[config.mk]
export PLATFORM = sky130hd
export DESIGN_NAME = counting_sort_engine
export DESIGN_NICKNAME = d
export VERILOG_FILES = /design/src/hw/rtl/csort_pkg.sv /design/src/hw/rtl/csort_bin_ram.sv /design/src/hw/rtl/counting_sort_engine.sv
export SDC_FILE = /design/constraint.sdc
export NUM_CORES = 1
export LEC_CHECK = 0
export ABC_CLOCK_PERIOD_IN_PS = 4600
export BUFFER_PORTS_ARGS = -buffer_cell sky130_fd_sc_hd__buf_2
export CORE_UTILIZATION = 30
export DETAILED_ROUTE_END_ITERATION = 7
export SLEW_MARGIN = 20
export SYNTH_ARGS = -nofsm -noshare
export SYNTH_HDL_FRONTEND = slang
export SYNTH_HIERARCHICAL = 1
export SYNTH_SLANG_ARGS = --single-unit
[constraint.sdc]
create_clock -name clk -period 4.6 [get_ports clk]
set_clock_uncertainty 0.1 [all_clocks]
set_input_delay 0.69 -clock clk [delete_from_list [all_inputs] [get_ports clk]]
set_output_delay 0.69 -clock clk [all_outputs]
set_load 0.005 [all_outputs]
[src/hw/rtl/csort_pkg.sv]
package csort_pkg;

    // Sizing
    localparam int MAX_VALUE = 15;
    localparam int MAX_ITEMS = 64;
    localparam int NUM_BINS  = MAX_VALUE + 1;
    localparam int BIN_W     = $clog2(NUM_BINS);
    localparam int CNT_W     = $clog2(MAX_ITEMS + 1);
    localparam int VAL_W     = 4;

    // Input transfer
    typedef struct packed {
        logic [VAL_W-1:0] sample_value;
        logic             final_item;
    } sort_in_t;

    // Output transfer
    typedef struct packed {
        logic [VAL_W-1:0] sorted_value;
        logic             run_end;
        logic             overflowed;
    } sort_out_t;

    // Bin memory access group
    typedef struct packed {
        logic [BIN_W-1:0] rd_addr;
        logic             wr_en;
        logic [BIN_W-1:0] wr_addr;
        logic [CNT_W-1:0] wr_data;
    } ram_req_t;

    // Sequencer states, one-hot
    typedef enum logic [5:0] {
        ST_LOAD  = 6'b000001,
        ST_DRAIN = 6'b000010,
        ST_READ  = 6'b000100,
        ST_LATCH = 6'b001000,
        ST_EMIT  = 6'b010000,
        ST_MARK  = 6'b100000
    } state_t;

endpackage

[src/hw/rtl/csort_bin_ram.sv]
module csort_bin_ram
    import csort_pkg::*;
(
    input  logic             clk,
    input  logic             rst_n,
    input  ram_req_t         req,
    output logic [CNT_W-1:0] rd_data
);

    logic [CNT_W-1:0]    mem [NUM_BINS];
    logic [NUM_BINS-1:0] valid_reg;
    logic [CNT_W-1:0]    rd_q_reg;
    logic                rd_valid_reg;

    // Storage array, read-before-write, registered read
    always_ff @(posedge clk)
    begin
        if (req.wr_en)
        begin
            mem[req.wr_addr] <= req.wr_data;
        end
        rd_q_reg <= mem[req.rd_addr];
    end

    // Per-bin valid bits: an unwritten bin reads as zero after reset
    always_ff @(posedge clk or negedge rst_n)
    begin
        if (!rst_n)
        begin
            valid_reg    <= '0;
            rd_valid_reg <= 1'b0;
        end
        else
        begin
            rd_valid_reg <= valid_reg[req.rd_addr];
            if (req.wr_en)
            begin
                valid_reg[req.wr_addr] <= 1'b1;
            end
        end
    end

    assign rd_data = rd_valid_reg ? rd_q_reg : '0;

endmodule

[src/hw/rtl/counting_sort_engine.sv]
// Load: one item per cycle; each item's bin is read, then incremented and written back from
// the increment stage, with forwarding when consecutive items hit the same bin.
// After the final item: drain, then for each bin read, latch and clear, and emit its
// count, advancing bin by bin until the last counted item is out; results leave one per
// cycle during a bin's emit state, via an output register. An empty set emits a marker.
// Reset (async, active low) clears all counts, item count and overflow mark; no receiver stall.
module counting_sort_engine
    import csort_pkg::*;
(
    input  logic      clk,
    input  logic      rst_n,
    input  logic      start,
    output logic      busy,
    input  sort_in_t  item,
    output logic      result_valid,
    output sort_out_t result
);

    state_t           state_reg, state_next;
    logic [CNT_W-1:0] loaded_reg, loaded_next;
    logic             ovf_reg, ovf_next;
    logic [BIN_W-1:0] bin_reg, bin_next;
    logic [CNT_W-1:0] remain_reg, remain_next;
    logic [CNT_W-1:0] emit_cnt_reg, emit_cnt_next;
    logic             out_valid_reg, out_valid_next;
    sort_out_t        out_item_reg, out_item_next;

    // Increment stage
    logic             upd_valid_reg, upd_valid_next;
    logic [BIN_W-1:0] upd_addr_reg;

    // Last write, for forwarding
    logic             lw_valid_reg;
    logic [BIN_W-1:0] lw_addr_reg;
    logic [CNT_W-1:0] lw_data_reg;

    ram_req_t         req;
    logic [CNT_W-1:0] rd_data;
    logic [CNT_W-1:0] upd_base;
    logic             accept;
    logic             countable;
    logic             last_one;

    csort_bin_ram u_ram (
        .clk     (clk),
        .rst_n   (rst_n),
        .req     (req),
        .rd_data (rd_data)
    );

    assign busy      = (state_reg != ST_LOAD);
    assign accept    = start && !busy;
    assign countable = (32'(item.sample_value) <= MAX_VALUE)
                    && (32'(loaded_reg) < MAX_ITEMS);
    assign last_one  = (CNT_W'(emit_cnt_reg + 1'b1) == loaded_reg);

    // Forward the previous write when it hit the bin being incremented
    assign upd_base = (lw_valid_reg && (lw_addr_reg == upd_addr_reg)) ? lw_data_reg : rd_data;

    // Memory port steering
    always_comb
    begin
        req.rd_addr = (state_reg == ST_LOAD) ? item.sample_value[BIN_W-1:0] : bin_reg;
        req.wr_en   = 1'b0;
        req.wr_addr = upd_addr_reg;
        req.wr_data = CNT_W'(upd_base + 1'b1);
        if (upd_valid_reg)
        begin
            req.wr_en = 1'b1;
        end
        else if (state_reg == ST_LATCH)
        begin
            req.wr_en   = 1'b1;
            req.wr_addr = bin_reg;
            req.wr_data = '0;
        end
    end

    // Sequencer
    always_comb
    begin
        state_next     = state_reg;
        loaded_next    = loaded_reg;
        ovf_next       = ovf_reg;
        bin_next       = bin_reg;
        remain_next    = remain_reg;
        emit_cnt_next  = emit_cnt_reg;
        upd_valid_next = 1'b0;
        out_valid_next = 1'b0;
        out_item_next  = out_item_reg;

        case (state_reg)
            ST_LOAD:
            begin
                if (accept)
                begin
                    if (countable)
                    begin
                        upd_valid_next = 1'b1;
                        loaded_next    = CNT_W'(loaded_reg + 1'b1);
                    end
                    else
                    begin
                        ovf_next = 1'b1;
                    end
                    if (item.final_item)
                    begin
                        state_next = ST_DRAIN;
                    end
                end
            end
            ST_DRAIN:
            begin
                // final increment lands this cycle
                bin_next      = '0;
                emit_cnt_next = '0;
                state_next    = (loaded_reg == '0) ? ST_MARK : ST_READ;
            end
            ST_READ:
            begin
                state_next = ST_LATCH;
            end
            ST_LATCH:
            begin
                // capture count and clear the bin
                remain_next = rd_data;
                state_next  = ST_EMIT;
            end
            ST_EMIT:
            begin
                if (remain_reg != '0)
                begin
                    out_valid_next             = 1'b1;
                    out_item_next.sorted_value = VAL_W'(bin_reg);
                    out_item_next.run_end      = last_one;
                    out_item_next.overflowed   = ovf_reg;
                    remain_next                = CNT_W'(remain_reg - 1'b1);
                    emit_cnt_next              = CNT_W'(emit_cnt_reg + 1'b1);
                    if (last_one)
                    begin
                        // remaining bins are already zero
                        loaded_next = '0;
                        ovf_next    = 1'b0;
                        state_next  = ST_LOAD;
                    end
                end
                else if (32'(bin_reg) == NUM_BINS - 1)
                begin
                    loaded_next = '0;
                    ovf_next    = 1'b0;
                    state_next  = ST_LOAD;
                end
                else
                begin
                    bin_next   = BIN_W'(bin_reg + 1'b1);
                    state_next = ST_READ;
                end
            end
            ST_MARK:
            begin
                // empty set marker
                out_valid_next             = 1'b1;
                out_item_next.sorted_value = '0;
                out_item_next.run_end      = 1'b1;
                out_item_next.overflowed   = ovf_reg;
                loaded_next                = '0;
                ovf_next                   = 1'b0;
                state_next                 = ST_LOAD;
            end
            default:
            begin
                state_next = ST_LOAD;
            end
        endcase
    end

    // Control registers
    always_ff @(posedge clk or negedge rst_n)
    begin
        if (!rst_n)
        begin
            state_reg     <= ST_LOAD;
            loaded_reg    <= '0;
            ovf_reg       <= 1'b0;
            bin_reg       <= '0;
            remain_reg    <= '0;
            emit_cnt_reg  <= '0;
            upd_valid_reg <= 1'b0;
            out_valid_reg <= 1'b0;
            lw_valid_reg  <= 1'b0;
        end
        else
        begin
            state_reg     <= state_next;
            loaded_reg    <= loaded_next;
            ovf_reg       <= ovf_next;
            bin_reg       <= bin_next;
            remain_reg    <= remain_next;
            emit_cnt_reg  <= emit_cnt_next;
            upd_valid_reg <= upd_valid_next;
            out_valid_reg <= out_valid_next;
            lw_valid_reg  <= req.wr_en;
        end
    end

    // Payload registers
    always_ff @(posedge clk)
    begin
        upd_addr_reg <= item.sample_value[BIN_W-1:0];
        lw_addr_reg  <= req.wr_addr;
        lw_data_reg  <= req.wr_data;
        out_item_reg <= out_item_next;
    end

    assign result_valid = out_valid_reg;
    assign result       = out_item_reg;

endmodule
==> metrics.md <==
| Metric | Value |
|---|---|
| CTS clock-pin slew for the worst setup and hold paths | 0.07 ns |
| Synth Flop Type | edfxtp_1 |
| Startpoint-to-endpoint class of the critical path | reg -> reg |
| TritonCTS Sinks | 192 |
| Cell type with the highest aggregate area in the netlist | edfxtp_1 |
| Area Overhead vs Synth | 13.7% |
| Number of register bits inferred by synthesis | 192 |
| Peak Freq | 0.252 GHz |
| Clock latency on the worst-skew pair | 0.44 ns |
| Final period utilization | 86.3% |
| DRT antenna net count | 0 |
| List of cells traversed by the critical path | or4_4, or3b_4, nor2_2, mux2_2, or3b_2, nor2_1 |
| First-pass iteration count of the detailed router | 5 |
| Post-route standard cell area excluding fillers | 9360 um2 |
| Number of antenna violations at the first check in global routing | 0 |
| Highest net fanout along the worst path | 13 |
| Combinational family with the most area after synthesis | simple AND/OR/NAND/NOR gates |
| Final-layout setup total negative slack | 0 ns |
| GRT Resource Usage Total | 13.0% |
| Number of buffers inserted to repair setup after CTS | 0 |
| Max Transition Viols Final | 0 |
| Overall overflow remaining after global route | 0 |
| Final Hold Viols | 0 |
| Per-cell routed wire length | 17.8 um |
| Worst endpoint data arrival time | 3.94 ns |
| Final worst hold slack | 0.293 ns |
| Largest stage delay, worst path | 0.57 ns |
| Via count of the first global-routing pass | 4759 |
| Ratio of cells with drive above 1 in the final layout | 20.3% |
| Die extent in y | 168 um |
| Setup WS pre-CTS | 0.679 ns |
| Routed via count divided by cell count | 4.95 |
| Max-cap check violation count | 0 |
| Least setup slack across all paths after layout | 0.630 ns |
| Portion of total power attributed to sequential cells | 49.2% |
| Core area | 27000 um2 |
| Wire length of the first global-routing pass | 27500 um |
| Reported net switching power | 1.27 mW |
| Sequential element share of the synthesized area | 64.2% |
| Count of different cell masters after synthesis | 68 |
| Synth warn | 6 |
| Number of diodes | 0 |
| DIE WIDTH | 168 um |
| Share of Yosys cell area claimed by the top area cell type | 43.1% |
| # placed instances | 929 |
| Post-DP Area | 8740 um2 |
| Leakage | 3.41 nW |
| GP Congestion | 0.816 |
| Flip-flop count of the largest register after layout | 112 |
| Part of the power in the clock network | 33.8% |
| Synth Area in Compound Gates | 7.76% |
| Register area | 5290 um2 |
| Number of remaining DRC errors | 0 |
| Result of the run | completed |
| Final min period | 3.97 ns |
| Setup-violating endpoint count in the final report | 0 |
| Clock tree root driver cell | clkbuf_16 |
| Power Total | 4.52 mW |
| Simple logic cell fraction of the synthesized area | 12.9% |
| Adder and majority gate portion of the synthesized area | 1.06% |
| Critical Path Source Type | flip-flop |
| Count of standard-cell rows | 60 |
| Fill count | 2556 |
| Most area-consuming cells after synthesis | edfxtp_1 43%, dfrtp_1 16%, mux4_2 6.3% |
| Post-synth EDFFs | 118 |
| Final HPWL DP | 11200 um |
| Fraction of registers with async set/reset | 27.1% |
| Maximum level of the CTS H-tree | 4 |
| Type of the tightest min-delay check | in -> async |
| Unrepaired setup endpoints after global routing | false |
| Post-layout instance count excluding filler cells | 961 |
| Critical path data required time | 4.57 ns |
| Post-Route WL | 17100 um |
| Pin slew with the least headroom to its limit | 0.883 ns |
| Maximum clock path buffer count | 2 |
| Avg Inst Size Synth | 14.1 um2 |
| Number of nets at the end of the flow | 622 |
| Largest voltage drop on the vdd net | 0.224 mV |
| Number of CTS-inserted buffers | 17 |
| Largest net degree at the start of global routing | 53 |
| Number of hold buffers added after cts | 0 |
| Area enclosed by the die boundary | 28100 um2 |
| Total I/O pin count | 16 |
| XOR/XNOR Fraction of Synth Area | 1.92% |
| Multi-input combinational cell area | 2780 um2 |
| Slew HR | 40.5% |
| Switching power share of the total | 28.0% |
| Design internal power | 3.25 mW |
| Max stage delay cell, worst path | nor2_1 |
| Routed vias | 4758 |
| Number of buffer cells added on primary ports | 15 |
| Violation count after the first detailed-routing iteration | 403 |
| Synthesized instance count | 583 |
| Summed instance area of the synthesized netlist | 8230 um2 |
| Share of power burned in combinational logic | 17.0% |
| Post-cts gate resize count | 0 |
| Cell count of the worst reg-to-reg path | 6 |
| Clock tree from TritonCTS | yes |
| Kind of end point of the critical path | flip-flop |
| Net count of the mapped netlist | 598 |
| Starting utilization of the core area | 30.5% |
| Power density of the placed cells | 483 nW/um2 |
| Mux contribution to synthesized area | 9.72% |
| Finished Core Util | 34.7% |
==> Yosys cell counts, types with 10 or more instances <==
master,n
nor2b_1,10
or2_2,16
nand3_1,21
dfrtp_1,51
nor3_1,13
inv_1,12
nor2_1,38
nand2_1,41
dfxtp_1,22
and2_1,15
o21ai_0,22
mux4_2,23
a22oi_1,16
edfxtp_1,118
clkbuf_1,10
==> power by group through the flow <==
stage	Sequential [mW]	Clock [mW]	Combinational [mW]
6_report	2.23	1.53	0.768
3_3_place_gp	2.26	0	0.762
3_5_place_dp	2.26	0	0.777
2_1_floorplan	2.21	0	0.523
5_1_grt	2.25	1.63	0.850
4_1_cts	2.23	1.56	0.783
==> routing by layer <==
metal / vias to the layer above / GRT usage [%] / wire length (um)
met5: - / 0 / 0
met3: 19 / 2.81 / 556
met4: 0 / 4.15 / 315
met2: 101 / 20.4 / 8140
li1: 2272 / - / -
met1: 2366 / 17.9 / 8100
==> cells in the final DEF (no fill, tap or decap), types with 9 or more instances in the layout <==
cell and n:
xor2_1 9, clkbuf_16 17, or2_2 16, nor2_1 38, nor2b_1 10, a22oi_1 16
and2_1 15, xnor2_1 9, edfxtp_1 118, nor3_1 13, nand2_1 40, mux4_1 9
dfxtp_1 22, buf_2 15, dfrtp_1 51, buf_4 16, mux4_2 23, o21ai_0 22
nand3_1 21, inv_1 12
==> critical path, delay by kind of cell (launching register included) <==
kind / cells / cell delay, ns
flops: 1 / 0.47
mux: 1 / 0.45
simple gates: 5 / 2.58
==> layout make-up <==
class | instances | area share, %
Timing Repair Buffer | 31 | 2.09
Inverter | 12 | 0.481
Tap cell | 341 | 4.56
Clock inverter | 15 | 2.07
Clock buffer | 17 | 4.55
Multi-Input combinational cell | 353 | 29.7
Sequential cell | 192 | 56.5
==> cell families (layout without fill, tap and decap cells) <==
family	count (synthesis)	count (layout)
AOI/OAI and AO/OA	92	92
and+or+nand+nor	200	200
buffers and inverters	38	75
muxes	36	36
xor gates and xnor gates	18	18
adders and majority gates	7	7
DFF	192	192
==> path summary, 6_finish.rpt <==
check	startpoint	end	slack, ns
max	state_reg[5]$_DFFE_PN0P_	u_ram/mem[4][5]$_DFFE_PP_	0.63
min	rst_n	emit_cnt_reg[2]$_DFFE_PN0P_	0.29
max reg2reg	state_reg[5]$_DFFE_PN0P_	u_ram/mem[4][5]$_DFFE_PP_	0.63
min reg2reg	u_ram/valid_reg[11]$_DFFE_PN0P_	u_ram/valid_reg[11]$_DFFE_PN0P_	0.37
max in group asynchronous	rst_n	remain_reg[0]$_DFFE_PN0P_	3.61
min in group clk	item[4]	upd_addr_reg[3]$_DFF_P_	0.30
Power figures use the tool's default switching activity.
